[config.mk]
export PLATFORM = sky130hd
export DESIGN_NAME = mvp_accum
export DESIGN_NICKNAME = d
export VERILOG_FILES = /design/src/hw/rtl/mvp_pkg.sv /design/src/hw/rtl/mvp_accum.sv
export SDC_FILE = /design/constraint.sdc
export NUM_CORES = 1
export LEC_CHECK = 0
export ABC_CLOCK_PERIOD_IN_PS = 3100
export BUFFER_PORTS_ARGS = -buffer_cell sky130_fd_sc_hd__buf_2
export CORE_MARGIN = 3
export CORE_UTILIZATION = 50
export CTS_CLUSTER_DIAMETER = 200
export DETAILED_ROUTE_END_ITERATION = 6
export PLACE_DENSITY = 0.73
export REMOVE_ABC_BUFFERS = 1
export SYNTH_ARGS = -nofsm -noshare
export SYNTH_HDL_FRONTEND = slang
export SYNTH_SLANG_ARGS = --single-unit
[constraint.sdc]
create_clock -name clk -period 3.1 [get_ports clk]
set_input_delay 0.465 -clock clk [delete_from_list [all_inputs] [get_ports clk]]
set_output_delay 0.465 -clock clk [all_outputs]
set_load 0.01 [all_outputs]
[src/hw/rtl/mvp_pkg.sv]
`default_nettype none

package mvp_pkg;

  localparam int VAL_W       = 32;
  localparam int ACC_W       = 64;
  localparam int COL_W       = 8;
  localparam int SIZE_W      = 9;
  localparam int DIGIT_W     = 8;
  localparam int NUM_CELLS   = VAL_W / DIGIT_W;
  localparam int MAX_DIM_DEF = 256;
  localparam int ADDR_LIMIT  = 256;

  localparam logic [SIZE_W-1:0] SIZE_RESET = 9'd256;

  localparam logic OP_VEC = 1'b0;
  localparam logic OP_MAT = 1'b1;

  localparam logic signed [ACC_W-1:0] ACC_MAX = {1'b0, {(ACC_W-1){1'b1}}};
  localparam logic signed [ACC_W-1:0] ACC_MIN = {1'b1, {(ACC_W-1){1'b0}}};

  typedef struct packed {
    logic                     op;
    logic [COL_W-1:0]         col;
    logic signed [VAL_W-1:0]  value;
  } in_t;

  typedef struct packed {
    logic [COL_W-1:0]         row;
    logic signed [ACC_W-1:0]  sum;
    logic                     saturated;
  } out_t;

  typedef struct packed {
    logic valid;
    logic last;
  } ctl_t;

endpackage

`default_nettype wire

[src/hw/rtl/mvp_accum.sv]
`default_nettype none

module mvp_accum (
  input  wire logic                              clk,
  input  wire logic                              rst,
  input  wire logic                              en,
  input  wire mvp_pkg::ctl_t                     ctl,
  input  wire logic signed [mvp_pkg::ACC_W-1:0]  prod,
  input  wire logic [mvp_pkg::SIZE_W-1:0]        n_eff,
  input  wire logic                              out_stall,
  output logic                                   out_valid,
  output mvp_pkg::out_t                          out_data
);
  import mvp_pkg::*;

  logic signed [ACC_W-1:0] acc;
  logic                    overflow_seen;
  logic [COL_W-1:0]        row;

  logic signed [ACC_W-1:0] sum_raw;
  logic                    ovf_pos;
  logic                    ovf_neg;
  logic signed [ACC_W-1:0] acc_next;
  logic                    sat_next;
  logic [COL_W-1:0]        row_next;
  logic                    take;

  assign sum_raw  = acc + prod;
  assign ovf_pos  = !acc[ACC_W-1] && !prod[ACC_W-1] && sum_raw[ACC_W-1];
  assign ovf_neg  = acc[ACC_W-1] && prod[ACC_W-1] && !sum_raw[ACC_W-1];
  assign acc_next = ovf_pos ? ACC_MAX : (ovf_neg ? ACC_MIN : sum_raw);
  assign sat_next = overflow_seen | ovf_pos | ovf_neg;
  assign row_next = ({1'b0, row} >= (n_eff - SIZE_W'(1))) ? '0 : row + COL_W'(1);
  assign take     = en && ctl.valid;

  always_ff @(posedge clk) begin
    if (rst) begin
      acc           <= '0;
      overflow_seen <= 1'b0;
      row           <= '0;
      out_valid     <= 1'b0;
    end else begin
      if (take) begin
        if (ctl.last) begin
          acc           <= '0;
          overflow_seen <= 1'b0;
          row           <= row_next;
        end else begin
          acc           <= acc_next;
          overflow_seen <= sat_next;
        end
      end
      if (take && ctl.last) begin
        out_valid <= 1'b1;
      end else if (!out_stall) begin
        out_valid <= 1'b0;
      end
    end
  end

  always_ff @(posedge clk) begin
    if (take && ctl.last) begin
      out_data.row       <= row;
      out_data.sum       <= acc_next;
      out_data.saturated <= sat_next;
    end
  end

endmodule

`default_nettype wire

Word level (Yosys, flattened, before mapping)
Index checks and enable logic that the tools add are counted.
{"block": "word_totals", "regBits": 147, "out_inout_bits": 74, "elab_cells": 31}
{"block": "classes", "addsub": 3, "n_lt_le_gt_ge": 1, "n_eq_ne": 1, "muxes": 7, "n_bitwise": 2, "reduce_logical": 10}
{"op": "$mux W64", "n": 3}
{"op": "$add A64 B64 Y64", "n": 1}
{"op": "$ge A8 B9 Y1", "n": 1}
{"op": "$sub A9 B1 Y9 const B", "n": 1}
{"op": "$add A8 B1 Y8 const B", "n": 1}
{"op": "$mux W8", "n": 1}
{"op": "$logic_and A1 B1 Y1", "n": 6}
{"op": "$logic_not A1 Y1", "n": 3}
{"op": "$mux W1", "n": 3}
{"op": "$ne A2 B1 Y1 const B", "n": 1}
{"op": "$or A1 B1 Y1", "n": 2}
{"op": "$reduce_and A2 Y1", "n": 1}

Depth between registers and ports, before layout
{"block": "logic_depth", "depth_word": 6, "ltp_mapped": 13, "mapped_depth_nobuf": 13}

Worst setup path after synthesis
No wires, ideal clock.
{"block": "synth_timing", "kind": "input port to flip-flop", "start": "input prod[0] (netlist bit)", "end": "register out_data[63] (netlist bit) (data pin)", "setup_time_ps": 272, "t_arrival_ps": 3022, "required_time_ps": 2828, "path_slack_ps": -194, "cell_stages": 13, "n_path_buf": 0, "cell_sequence": "ha_1 inv_1 fa_1 nor2b_1 o21bai_1 a2111oi_1 o21ai_0 a211oi_1 o22a_1 a21oi_1 o31ai_1 xnor2_1 o21ai_0"}
{"block": "synth_between", "elab_chain_len": 5}
{"item": "from (decl)", "line_no": "mvp_accum.sv:8", "rtl": "input wire logic signed [mvp_pkg::ACC_W-1:0] prod,"}
{"item": "$add A64 B64 Y64 *", "line_no": "mvp_accum.sv:28", "rtl": "assign sum_raw = acc + prod;"}
{"item": "$logic_not A1 Y1", "line_no": "mvp_accum.sv:30", "rtl": "assign ovf_neg = acc[ACC_W-1] && prod[ACC_W-1] && !sum_raw[ACC_W-1];"}
{"item": "$logic_and A1 B1 Y1", "line_no": "mvp_accum.sv:30"}
{"item": "$mux W64", "line_no": "mvp_accum.sv:31", "rtl": "assign acc_next = ovf_pos ? ACC_MAX : (ovf_neg ? ACC_MIN : sum_raw);"}
{"item": "$mux W64 *", "line_no": "mvp_accum.sv:31"}
{"item": "net acc_next[62]", "line_no": "mvp_accum.sv:23", "rtl": "logic signed [ACC_W-1:0] acc_next;"}
{"item": "to (decl)", "line_no": "mvp_accum.sv:12", "rtl": "output mvp_pkg::out_t out_data"}
Mark *: on every way through the listed nets, which the timed path passes. The rest lies on a longest branch.
A chain may end at the register's enable or synchronous reset.

Worst setup path after layout
{"block": "layout_timing", "start": "register acc[18]", "end": "register acc[20]"}
{"block": "layout_between", "elab_chain_len": 6}
{"item": "from (decl)", "line_no": "mvp_accum.sv:16", "rtl": "logic signed [ACC_W-1:0] acc;"}
{"item": "from (signal assigned)", "line_no": "mvp_accum.sv:49", "rtl": "acc <= acc_next;"}
{"item": "$add A64 B64 Y64 *", "line_no": "mvp_accum.sv:28"}
{"item": "$logic_not A1 Y1", "line_no": "mvp_accum.sv:30"}
{"item": "$logic_and A1 B1 Y1", "line_no": "mvp_accum.sv:30"}
{"item": "$mux W64", "line_no": "mvp_accum.sv:31"}
{"item": "$mux W64 *", "line_no": "mvp_accum.sv:31"}
{"item": "net acc_next[20]", "line_no": "mvp_accum.sv:23"}
{"item": "$mux W64 *", "line_no": "mvp_accum.sv:44", "rtl": "if (ctl.last) begin"}
Marked as above.

==> qor.yml <==
synth:
  avgSynthCellArea_um2: 9.37
  ys_ff_latch: 147
  synthDistinctLibCells: 64
  synth-seq-area-share: 0.402
  synth_warnings: 0
  async_flop_share: 0
  synth-main-ff-cell: "dfxtp_1"
  synth_edf_count: 73
  synthCells: 976
  synth_area_mm2: 0.00914
worst_setup_path:
  path_cells: "ha_4 > a21o_1 > a311oi_2 > o211a_1 > o21ai_2 > a21oi_4 > o31ai_4 > a41oi_4 > mux2i_4 > buf_12 > clkbuf_16 > o21ai_1 > a22o_1"
  critPathLaunch: "acc[18]"
  critical_path.top_delay_family: "compound AO/OA/AOI/OAI gates"
  start_kind: "register"
  slowest_delay_ps: 360
  cpMaxStageDelayCell: "dfxtp_2"
  path_buf_inv: 2
  required_ps: 3430
  path_class: "register to register"
  timing.rr.start: "acc[18]"
  endpoint_kind: "register"
  worstPathMaxFanout: 8
  cp_data_arrival_time_ps: 3470
drt:
  drt_first_pass_iters: 6
  drt_iter0_markers: 699
  routed_wl_mm: 29.2
  wl_per_cell_um: 18.6
  vias: 9179
  drc_errors: 0
  detail-route-antenna-nets: 0
  viasPerCell: 5.85
placed_design:
  dp_hpwl_mm: 20.0
  port_buffers: 152
  placed_cell_area_mm2: 0.0117
  globalplace.congestion: 0.910
global_routing:
  groute.usage.overall: 0.270
  grt_max_degree: 37
  grt_pass1_vias: 8977
  grt-ovfl-total: 0
  grt_first_pass_wirelength_mm: 43.5
  antenna_found_initial: 0
clock_tree:
  htree_levels: 4
  clock-sinks: 147
  cts_tree: "built"
  clk_latency_ps: 440
  clkSlewWorstSetupHoldPaths_ps: 70
  cts_max_path_buffers: 2
  root_buffer: "clkbuf_16"
  numCtsBuffers: 17
pwr:
  p_leak_nw: 5.73
  ir_drop_uv: 563
  p_per_area_mw_per_mm2: 436
sta:
  setup_tns_ps: -131
  skew_ps: 10.6
  slew_headroom: 0.554
  layout_setup_ws_ps: -46.3
  final_max_slew_viol_count: 0
  tightestPinTransition_ps: 663
  setup_viol: 7
  fmax_ghz: 0.318
  finalCritPeriodShare: 1.01
  hold_viol: 0
  finalCriticalPeriod_ps: 3150
  rsz0062_at_grt: "yes"
hold_path:
  min_from: "out_stall"
  hp-class: "input port to register"
cells_and_area:
  fin_area_mm2: 0.0133
  area_growth_pct: 45.9
  nets: 1485
  nFillCells: 1199
  drive_gt1_frac: 0.424
  diodes: 0
outcome:
  status: "finished, violations left"
  violations: "setup timing"
die:
  io_pins: 153
  start_util: 0.520
  core-area_mm2: 0.0176
  die_area_mm2: 0.0199
  die_w_um: 141
  rows: 48
  dieHeight_um: 141
flow_run:
  maxCapViolCount: 0
-- worst min-delay path, cell delays in order --
cell	delay, ps
buf_2	90
nand2_1	60
a21oi_1	60
-- where the power goes --
part | internal [W] | switching [W] | total [W]
clock | 0.00114 | 0.000963 | 0.00210
sequential | 0.00215 | 0.0000433 | 0.00220
combinational | 0.000714 | 0.000797 | 0.00151
-- through the flow --
step           power [W]  utilization  setup WS [ps]  instances  hold WS, ps
5_1_grt          0.00602        0.758           -125       1568          294
2_1_floorplan    0.00292            -          -1730        922          429
4_1_cts          0.00560        0.711           2.11       1554          272
6_report         0.00581        0.758          -46.3       1568          283
3_5_place_dp     0.00347        0.663           -548       1519          459
3_3_place_gp     0.00345        0.663           -453       1519          442
-- path summary, 6_finish.rpt --
| kind | to | slack, ps | cells past startpoint |
|---|---|---|---|
| setup / recovery | acc[20] | -50 | 13 |
| hold / removal | out_valid | 280 | 3 |
| setup reg to reg | acc[20] | -50 | 13 |
| hold reg to reg | out_valid | 470 | 2 |
-- cell type report --
type                            instances  area [um^2]  area share
Multi-Input combinational cell        747         5990       0.449
Inverter                               28          105     0.00788
Tap cell                              225          282      0.0211
Clock inverter                         15          160      0.0120
Sequential cell                       147         3680       0.276
Timing Repair Buffer                  389         2690       0.202
Clock buffer                           17          425      0.0319
-- cells in the final DEF (no fill, tap or decap), types with 24 or more instances in the layout --
cell / Yosys / layout
buf_4: 0 / 223
buf_2: 26 / 152
edfxtp_1: 73 / 73
nand2_1: 75 / 71
dfxtp_1: 74 / 66
a21oi_1: 86 / 65
ha_1: 75 / 55
a22o_1: 53 / 53
nor2_1: 48 / 46
xnor2_1: 42 / 40
o21ai_0: 53 / 37
o21ai_2: 1 / 34
xor2_1: 32 / 31
a21o_1: 27 / 27
inv_1: 28 / 26
o21ai_1: 54 / 26
nand4_1: 24 / 24
-- synthesized netlist by cell type (all sizes together) (5+ instances only) --
cell type | instances | area, um^2
a21oi | 87 | 439
edfxtp | 73 | 2190
and3 | 5 | 31.3
nand4 | 24 | 150
nor2b | 8 | 50.1
nand2 | 75 | 282
a22oi | 7 | 52.6
ha | 75 | 938
or3 | 5 | 31.3
a31oi | 7 | 43.8
o21a | 9 | 67.6
nand2b | 6 | 37.5
dfxtp | 74 | 1480
o211ai | 10 | 75.1
o21bai | 15 | 113
a22o | 53 | 464
a21o | 27 | 203
xnor2 | 42 | 368
nor2 | 48 | 180
clkbuf | 27 | 103
o21ai | 108 | 544
nor3 | 23 | 115
inv | 28 | 105
nand3 | 10 | 50.1
buf | 27 | 134
xor2 | 32 | 280
a211oi | 8 | 60.1
a21boi | 7 | 52.6
o31ai | 7 | 66.3
and2 | 6 | 37.5
-- kinds of logic (layout without fill, tap and decap cells) --
| group | Yosys count | count (layout) | synth area share |
|---|---|---|---|
| xor+xnor | 74 | 74 | 0.0709 |
| buf+inv | 82 | 449 | 0.0374 |
| mux | 4 | 4 | 0.00506 |
| fa+ha+maj | 76 | 76 | 0.105 |
| flops | 147 | 147 | 0.402 |
| compound gates | 373 | 373 | 0.267 |
| simple gates | 220 | 220 | 0.113 |
-- registers in the layout, indices dropped and copies added (netlist names) --
register	count
out_valid	1
acc	64
overflow_seen	1
row	8
out_data	73
-- routing by layer --
metal  up-vias  global-route usage  wire length [um]
met5         -                   0                 0
li1       4380                   -                 -
met4         0               0.101               784
met2       356               0.448             14100
met3        71              0.0570              2120
met1      4372               0.345             12200
-- what timing repair did --
item / in CTS / in global routing
gates resized for setup: 52 / 129
hold buffers: 0 / 0
gates cloned: 0 / 6
pin swaps: 19 / 31
setup buffers: 3 / 8
endpoints found under the hold margin: 0 / 0
endpoints found under the setup margin: 130 / 130
No activity file was read; power rests on OpenSTA's default activity.
