--- src/hw/rtl/mvp_pkg.sv ---
`default_nettype none

package mvp_pkg;

  localparam int VAL_W       = 32;
  localparam int ACC_W       = 64;
  localparam int COL_W       = 8;
  localparam int SIZE_W      = 9;
  localparam int DIGIT_W     = 8;
  localparam int NUM_CELLS   = VAL_W / DIGIT_W;
  localparam int MAX_DIM_DEF = 256;
  localparam int ADDR_LIMIT  = 256;

  localparam logic [SIZE_W-1:0] SIZE_RESET = 9'd256;

  localparam logic OP_VEC = 1'b0;
  localparam logic OP_MAT = 1'b1;

  localparam logic signed [ACC_W-1:0] ACC_MAX = {1'b0, {(ACC_W-1){1'b1}}};
  localparam logic signed [ACC_W-1:0] ACC_MIN = {1'b1, {(ACC_W-1){1'b0}}};

  typedef struct packed {
    logic                     op;
    logic [COL_W-1:0]         col;
    logic signed [VAL_W-1:0]  value;
  } in_t;

  typedef struct packed {
    logic [COL_W-1:0]         row;
    logic signed [ACC_W-1:0]  sum;
    logic                     saturated;
  } out_t;

  typedef struct packed {
    logic valid;
    logic last;
  } ctl_t;

endpackage

`default_nettype wire

--- src/hw/rtl/mvp_mac_cell.sv ---
`default_nettype none

module mvp_mac_cell #(
  parameter int IDX = 0
) (
  input  wire logic                             clk,
  input  wire logic                             rst,
  input  wire logic                             en,
  input  wire mvp_pkg::ctl_t                    ctl_in,
  input  wire logic signed [mvp_pkg::VAL_W-1:0] a_in,
  input  wire logic signed [mvp_pkg::VAL_W-1:0] b_in,
  input  wire logic signed [mvp_pkg::ACC_W-1:0] psum_in,
  output mvp_pkg::ctl_t                         ctl_out,
  output logic signed [mvp_pkg::VAL_W-1:0]      a_out,
  output logic signed [mvp_pkg::VAL_W-1:0]      b_out,
  output logic signed [mvp_pkg::ACC_W-1:0]      psum_out
);
  import mvp_pkg::*;

  localparam int  SHIFT = IDX * DIGIT_W;
  localparam bit  TOP   = (IDX == NUM_CELLS - 1);

  logic [DIGIT_W-1:0]                digit;
  logic signed [DIGIT_W:0]           digit_ext;
  logic signed [VAL_W+DIGIT_W:0]     prod;
  logic signed [ACC_W-1:0]           prod_ext;

  assign digit     = b_in[SHIFT +: DIGIT_W];
  assign digit_ext = TOP ? $signed({digit[DIGIT_W-1], digit}) : $signed({1'b0, digit});
  assign prod      = a_in * digit_ext;
  assign prod_ext  = ACC_W'(prod);

  always_ff @(posedge clk) begin
    if (rst) begin
      ctl_out <= '0;
    end else if (en) begin
      ctl_out <= ctl_in;
    end
  end

  always_ff @(posedge clk) begin
    if (en) begin
      a_out    <= a_in;
      b_out    <= b_in;
      psum_out <= psum_in + (prod_ext <<< SHIFT);
    end
  end

endmodule

`default_nettype wire

--- config.mk ---
export PLATFORM = sky130hd
export DESIGN_NAME = mvp_mac_cell
export DESIGN_NICKNAME = d
export VERILOG_FILES = /design/src/hw/rtl/mvp_pkg.sv /design/src/hw/rtl/mvp_mac_cell.sv
export SDC_FILE = /design/constraint.sdc
export NUM_CORES = 1
export LEC_CHECK = 0
export BUFFER_PORTS_ARGS = -buffer_cell sky130_fd_sc_hd__buf_4
export CAP_MARGIN = 20
export CORE_MARGIN = 8
export CORE_UTILIZATION = 25
export DETAILED_ROUTE_END_ITERATION = 8
export SYNTH_ARGS = -nofsm -noshare
export SYNTH_HDL_FRONTEND = slang
export SYNTH_SLANG_ARGS = --single-unit
--- constraint.sdc ---
create_clock -name clk -period 6 [get_ports clk]
set_input_delay 0.3 -clock clk [delete_from_list [all_inputs] [get_ports clk]]
set_output_delay 0.3 -clock clk [all_outputs]
set_load 0.02 [all_outputs]
# == After elaboration in Yosys (flattened, before gate mapping) ==
# Index checks and enable logic that the tools add are counted.
# totals
register_bits,130
input_bits,133
output_inout_bits,130
wordCells,7
# classes
add_sub_neg,1
multipliers,1
# op_table
cell,count
adder 64 x 41 -> 64 bit,1
multiplier 32 x 9 -> 41 bit,1

# == Depth between registers and ports, before layout ==
# Gate-level depths: netlist (run 1).
# logic_depth
ltp_word,2
mapped_depth,24
ltp_nobuf,23

# == Worst setup path before layout (run 1) ==
# Ideal clock, no wire load.
# synth_path
kind,input -> register
startpoint,in b_in[0] in the netlist's numbering
endpoint,"reg psum_out[63] in the netlist's numbering, data pin"
setup_ns,0.260
t_arrival_ns,6.131
t_required_ns,5.740
slack_ns,-0.391
stages,19
path_buffers,1
path_cell_list,clkbuf_1 nand2_1 fa_1 fa_1 fa_1 fa_1 inv_1 fa_1 ha_1 a21oi_1 o21ai_0 a21o_1 a21oi_1 o21ai_0 nor2_1 o21ai_1 a311oi_1 o21ai_1 xnor2_1
# synth_via
elab_chain_len,2
# synth_lines
item,line_no,rtl
"start, declared",mvp_mac_cell.sv:11,"input wire logic signed [mvp_pkg::VAL_W-1:0] b_in,"
multiplier 32 x 9 -> 41 bit,mvp_mac_cell.sv:30,assign prod = a_in * digit_ext;
adder 64 x 41 -> 64 bit,mvp_mac_cell.sv:45,psum_out <= psum_in + (prod_ext <<< SHIFT);
"end signal, assigned",mvp_mac_cell.sv:45,
"end, declared",mvp_mac_cell.sv:16,output logic signed [mvp_pkg::ACC_W-1:0] psum_out
# Every way passes these cells.
# A chain may end at the register's enable or synchronous reset.

# == Worst setup path in the final report (run 1) ==
# layout_path
startpoint,in b_in[0] in the netlist's numbering
endpoint,"reg psum_out[61] in the netlist's numbering, data pin"
# The elaborated chain is that of the path after synthesis.

==> results of run 1 <==
==> per-stage QoR <==
stage | util | cells | hold WS [ns] | worst slack, ns | instance area, um2
after floorplan | - | 1546 | 0.372 | 0.0145 | 15800
after global placement | 0.326 | 2851 | 0.468 | -0.402 | 20500
after detailed placement | 0.326 | 2851 | 0.470 | -0.386 | 20500
after CTS | 0.340 | 2908 | 0.0191 | 0.153 | 21300
after global routing | 0.340 | 2908 | 0.0575 | 0.0554 | 21300
final | 0.340 | 2909 | 0.0677 | 0.263 | 21400
==> critical path, cell delays in order <==
cell and delay (ns):
buf_4 0.17, buf_12 0.16, nand2_1 0.09, fa_1 0.54, inv_1 0.05, fa_1 0.48, fa_1 0.51, fa_1 0.49
inv_1 0.05, fa_1 0.48, inv_1 0.04, ha_1 0.37, nand3_1 0.11, or3_1 0.36, o2bb2ai_1 0.31, nor2_1 0.11
a21oi_2 0.24, a21oi_2 0.13, a31oi_4 0.27, a31oi_1 0.18, o41ai_2 0.39, xor2_1 0.12
==> cell usage after synthesis (5+ instances only) <==
cell / number
nor2b_1: 5
o31ai_1: 5
nor2_1: 38
o21ai_0: 33
and2_1: 87
o21bai_1: 15
o21a_1: 6
clkbuf_1: 39
a21oi_1: 84
fa_1: 255
ha_1: 119
a31oi_1: 10
nand3_1: 6
nand2_1: 226
inv_1: 295
xnor2_1: 41
a21o_1: 25
nand4_1: 16
edfxtp_1: 128
nor3_1: 12
a211oi_1: 5
and3_1: 7
xor2_1: 25
==> path summary, 6_finish.rpt <==
| kind | startpoint | to | slack [ns] | cells past startpoint |
|---|---|---|---|---|
| hold reg to reg | ctl_out[0] | ctl_out[0] | 0.50 | 2 |
| setup / recovery | b_in[0] | psum_out[61] | 0.26 | 22 |
| hold / removal | ctl_in[0] | ctl_out[0] | 0.07 | 3 |
| setup reg to reg | ctl_out[1] | ctl_out[1] | 5.38 | 2 |
==> per-layer routing <==
layer	share of wire	routed length (um)
met2	0.49	23600
met5	0	0
met3	0.055	2640
met1	0.43	20400
met4	0.029	1390
==> timing repair <==
action | 4_1_cts | 5_1_grt
gates resized for setup | 0 | 9
endpoints found under the setup margin | 0 | 8
buffers inserted | 0 | 0
hold buffers | 25 | 0
endpoints found under the hold margin | 26 | 0
==> layout by cell type (no fill, tap or decap), types with 16 or more instances in the layout <==
cell type      Yosys  final
o21ai_0           33     33
ha_1             119    119
xor2_1            25     25
edfxtp_1         128    128
a21o_1            25     25
clkbuf_16          0     17
nand2_1          226    226
buf_4              0    491
inv_1            295    293
nor2_1            38     38
nand4_1           16     16
a21oi_1           84     83
fa_1             255    253
xnor2_1           41     41
dlygate4sd3_1      0     25
and2_1            87     87
==> flip-flops by register name, indices dropped and copies added, names as in the netlist <==
name / cells
a_out: 32
ctl_out: 2
psum_out: 64
b_out: 32
==> kinds of logic (layout without fill, tap and decap cells) <==
family,after synthesis,count (layout),synth area share
AOI/OAI and AO/OA,220,220,0.0925
xor gates and xnor gates,66,66,0.0367
adders and majority gates,374,374,0.419
buffers and inverters,335,851,0.0799
DFF,130,130,0.247
muxes,4,4,0.00254
other,0,1,0
and+or+nand+nor,417,417,0.123
==> cell type report <==
class / count / area [um2] / share of cell area
inverter: 295 / 1110 / 0.0522
clock inverter: 15 / 155 / 0.00727
timing repair buffer: 524 / 4060 / 0.190
sequential: 130 / 3880 / 0.182
antenna: 1 / 2.50 / 0.000117
tap: 846 / 1060 / 0.0496
clock buffer: 17 / 425 / 0.0199
multi-input combinational: 1081 / 10600 / 0.499
==> results.json, run 1 <==
{
  "synth-seq-cells": 130,
  "end_kind": "register",
  "cts_buffer_depth": 2,
  "final_nets": 2556,
  "drtIter0Drc": 666,
  "crit_required_ns": 6.22,
  "ys_warn_count": 0,
  "yosysSeqAreaShare": 0.247,
  "period_needed_ns": 5.74,
  "yosysTopAreaCell": "fa_1",
  "synthFlopType": "edfxtp_1",
  "first_global_vias": 14300,
  "rows": 92,
  "synthArstFlopShare": 0,
  "syn_area_um2": 15800,
  "place_congestion": 0.843,
  "start_kind": "input pin",
  "syn_nets": 2053,
  "outcome": "completed",
  "syn_avg_cell_area_um2": 10.2,
  "cts_tree": "done",
  "route.detailed.drc": 0,
  "rsz0062_at_grt": "no",
  "worstHoldPathType": "in -> reg",
  "ios": 263,
  "synth_top_area_share": 0.324,
  "layout-drive-gt1-share": 0.272,
  "n_fill_cell": 6456,
  "cts_root_buf": "clkbuf_16",
  "hold_viol": 0,
  "gr-max-usage-layer": "met2",
  "use_met2": 0.235,
  "grt_use_total": 0.138,
  "synth.distinct_cells": 59,
  "die_h_um": 267,
  "ant_nets": 0,
  "first_pass_iters": 5,
  "totalWireLength_mm": 48.1,
  "wl_per_cell_um": 16.5,
  "htreeDepth": 4,
  "antenna_found_initial": 1,
  "setup_viol": 0,
  "vias": 12600,
  "max_slew.worst_pin.slew_ns": 0.809,
  "cts_sinks": 130,
  "worst-path-max-fanout": 14,
  "avgViaCountPerCell": 4.35,
  "setup_tns_ns": 0,
  "grt_pass1_wl_mm": 76.1,
  "path_class": "in -> reg",
  "synth_edf_count": 128,
  "maxSlewHeadroom": 0.461,
  "fp.coreArea_um2": 62700,
  "cts.clk_slew.worst_paths_ns": 0.07,
  "cts_buffers": 17,
  "port_buffers": 262,
  "fin_skew_ns": 0,
  "syn_to_final_growth_pct": 35.5,
  "grt_max_degree": 79,
  "synthTopCellsByArea": "fa_1 (32%), edfxtp_1 (24%), ha_1 (9.5%), inv_1 (7.0%), nand2_1 (5.4%)",
  "use_met3": 0.0312,
  "design.die.area_um2": 71300,
  "post-route-period-util": 0.956,
  "cp.arrival_ns": 5.96,
  "max_freq_ghz": 0.174,
  "die_x_um": 267,
  "clkLatencyLatePin_ns": 0.47,
  "drv_cap": 0,
  "grt_use_met1": 0.168,
  "dp_hpwl_mm": 40.9,
  "grt.overflow.total": 0,
  "start_util": 0.251,
  "synthesis.instances": 1546,
  "slew_violations": 0
}
Power of run 1 is left out: the tool's default activity adds up to more than one toggle a clock period on the data nets, which glitch-free logic cannot reach.
==> run 2: changes to the inputs <==
CORE_UTILIZATION = 54   (was 25)
CTS_BUF_LIST = sky130_fd_sc_hd__clkbuf_2 sky130_fd_sc_hd__clkbuf_4 sky130_fd_sc_hd__clkbuf_8   (was unset)
PLACE_DENSITY = 0.8   (was unset)
==> run 2 against run 1 <==
  * Worst hold slack improved by 0.011 ns
  * Maximum frequency up 0.95%
  * Clock-buffer cell count increased by 2
==> results.json, run 2 (synthesis results as in run 1) <==
{
  "place_congestion": 0.935,
  "largest_reg_flops": 64,
  "r2r_slack_ns": 5.37,
  "totalWireLength_mm": 42.2,
  "layout-drive-gt1-share": 0.241,
  "cts.clk_slew.worst_paths_ns": 0.09,
  "worst-path-max-fanout": 17,
  "final_cell_mix": "buf_4 (414), inv_1 (293), fa_1 (253)",
  "max_freq_ghz": 0.176,
  "vias": 12600,
  "crit_path_cell_trace": "buf_4 -> buf_12 -> nand2_1 -> fa_1 -> inv_1 -> fa_1 -> fa_1 -> fa_1 -> inv_1 -> fa_1 -> inv_1 -> ha_1 -> a21oi_1 -> o21ai_0 -> a211oi_1 -> o21ai_0 -> nor3_1 -> buf_4 -> a21boi_2 -> o21ai_2 -> o21ai_2 -> a31oi_1 -> xnor2_1",
  "grt.overflow.total": 0,
  "cts_root_buf": "clkbuf_8",
  "maxSlewHeadroom": 0.503,
  "cts_setup_buffers": 0,
  "start_kind": "input pin",
  "path_depth": 23,
  "hold_viol": 0,
  "avgViaCountPerCell": 5.33,
  "r2r_cells": 2,
  "cts_buffers": 17,
  "route.detailed.drc": 0,
  "cts_sinks": 130,
  "cpMostUsedCell": "fa_1",
  "outcome": "completed",
  "reg2reg_to": "ctl_out[0]",
  "preCtsSetupSlack_ns": -0.205,
  "start_util": 0.549,
  "period_needed_ns": 5.68,
  "first_global_vias": 14100,
  "drtIter0Drc": 754,
  "endpoint": "psum_out[52]",
  "setup_ws_ns": 0.316,
  "setup_viol": 0,
  "cpMaxStageDelayCell": "fa_1",
  "post-route-period-util": 0.947,
  "rows": 62,
  "fin_cells": 2367,
  "regArea_um2": 3880,
  "final_nets": 2477,
  "hold_ws_ns": 0.0782,
  "grt_use_total": 0.250,
  "die_x_um": 187,
  "die_h_um": 187,
  "worstHoldPathType": "in -> reg",
  "dp_hpwl_mm": 35.2,
  "multi_input_area_um2": 10600,
  "end_kind": "register",
  "ant_nets": 0,
  "insertedDiodeCount": 0,
  "critical_path.top_delay_family": "adder cells",
  "design.die.area_um2": 34900,
  "fin_skew_ns": 0,
  "dp.cells": 2310,
  "first_pass_iters": 7,
  "reg_top3": "psum_out (64), a_out (32), b_out (32)",
  "crit_required_ns": 6.20,
  "cts_tree": "done",
  "htreeDepth": 4,
  "r2r_start": "ctl_out[0]",
  "critical_path_buf_inv_count": 6,
  "ios": 263,
  "port_buffers": 262,
  "drv_cap": 0,
  "critPathMaxStageDelay_ns": 0.54,
  "wl_per_cell_um": 17.8,
  "slew_violations": 0,
  "syn_to_final_growth_pct": 26.6,
  "worstSetupStartpoint": "b_in[0]",
  "rsz0062_at_grt": "no",
  "clkLatencyLatePin_ns": 0.46,
  "path_class": "in -> reg",
  "n_fill_cell": 2157,
  "grt_pass1_wl_mm": 70.4,
  "max_slew.worst_pin.slew_ns": 0.746,
  "cp.arrival_ns": 5.89,
  "final_common_cell": "buf_4",
  "fp.coreArea_um2": 28700,
  "grt_max_degree": 78,
  "antenna_found_initial": 0,
  "cts_buffer_depth": 2,
  "top_register": "psum_out"
}
run 2: changes by cell type in the layout (fill, tap and decap cells not counted), sizes merged:
| cell | delta |
|---|---|
| buf | -79 |
| bufinv | +1 |
| clkbuf | +2 |
| clkinv | +3 |
| clkinvlp | +2 |
| diode | -1 |
| inv | -8 |
run 2: layout make-up:
| class | instances | area share |
|---|---|---|
| clock buffers | 19 | 0.0125 |
| clock inverters | 13 | 0.00571 |
| repair buffers | 445 | 0.174 |
| multi-input cells | 1081 | 0.533 |
| flip-flops and latches | 130 | 0.195 |
| inverters | 295 | 0.0559 |
| well taps | 384 | 0.0241 |
run 2: worst reg2reg max path, delay by kind of cell, from the launching register on:
kind             cells  cell delay [ns]
flip-flops           1             0.32
multiplexers         1             0.15
AND/OR/NAND/NOR      1             0.05
run 2: worst min-delay path by stage:
stage	endpoint	slack, ns	cells after the start	from
6_report	a_out[27]	0.08	1	a_in[27]
5_1_grt	a_out[27]	0.06	1	a_in[27]
4_1_cts	a_out[27]	0.05	1	a_in[27]
3_5_place_dp	ctl_out[1]	0.47	2	rst
3_3_place_gp	ctl_out[1]	0.47	2	rst
2_1_floorplan	ctl_out[0]	0.37	1	rst
run 2: timing repair:
| action | in CTS | in global routing |
|---|---|---|
| gates resized for setup | 0 | 2 |
| setup endpoints to repair | 0 | 1 |
| hold buffers | 25 | 0 |
| hold endpoints to repair | 26 | 0 |
run 2: stage by stage:
stage,area [um2],TNS (ns),utilization
2_1_floorplan,15800,0,-
3_3_place_gp,19300,-0.255,0.673
3_5_place_dp,19300,-0.879,0.673
4_1_cts,19900,0,0.694
5_1_grt,19900,0,0.695
6_report,19900,0,0.695
run 2: metal layers:
| layer | part of all wire | vias to the layer above | global-route usage |
|---|---|---|---|
| li1 | - | 5800 | - |
| met1 | 0.39 | 6220 | 0.296 |
| met2 | 0.51 | 492 | 0.439 |
| met3 | 0.060 | 108 | 0.0464 |
| met4 | 0.040 | 0 | 0.108 |
| met5 | 0 | - | 0 |
Power of run 2 is left out for the same reason.
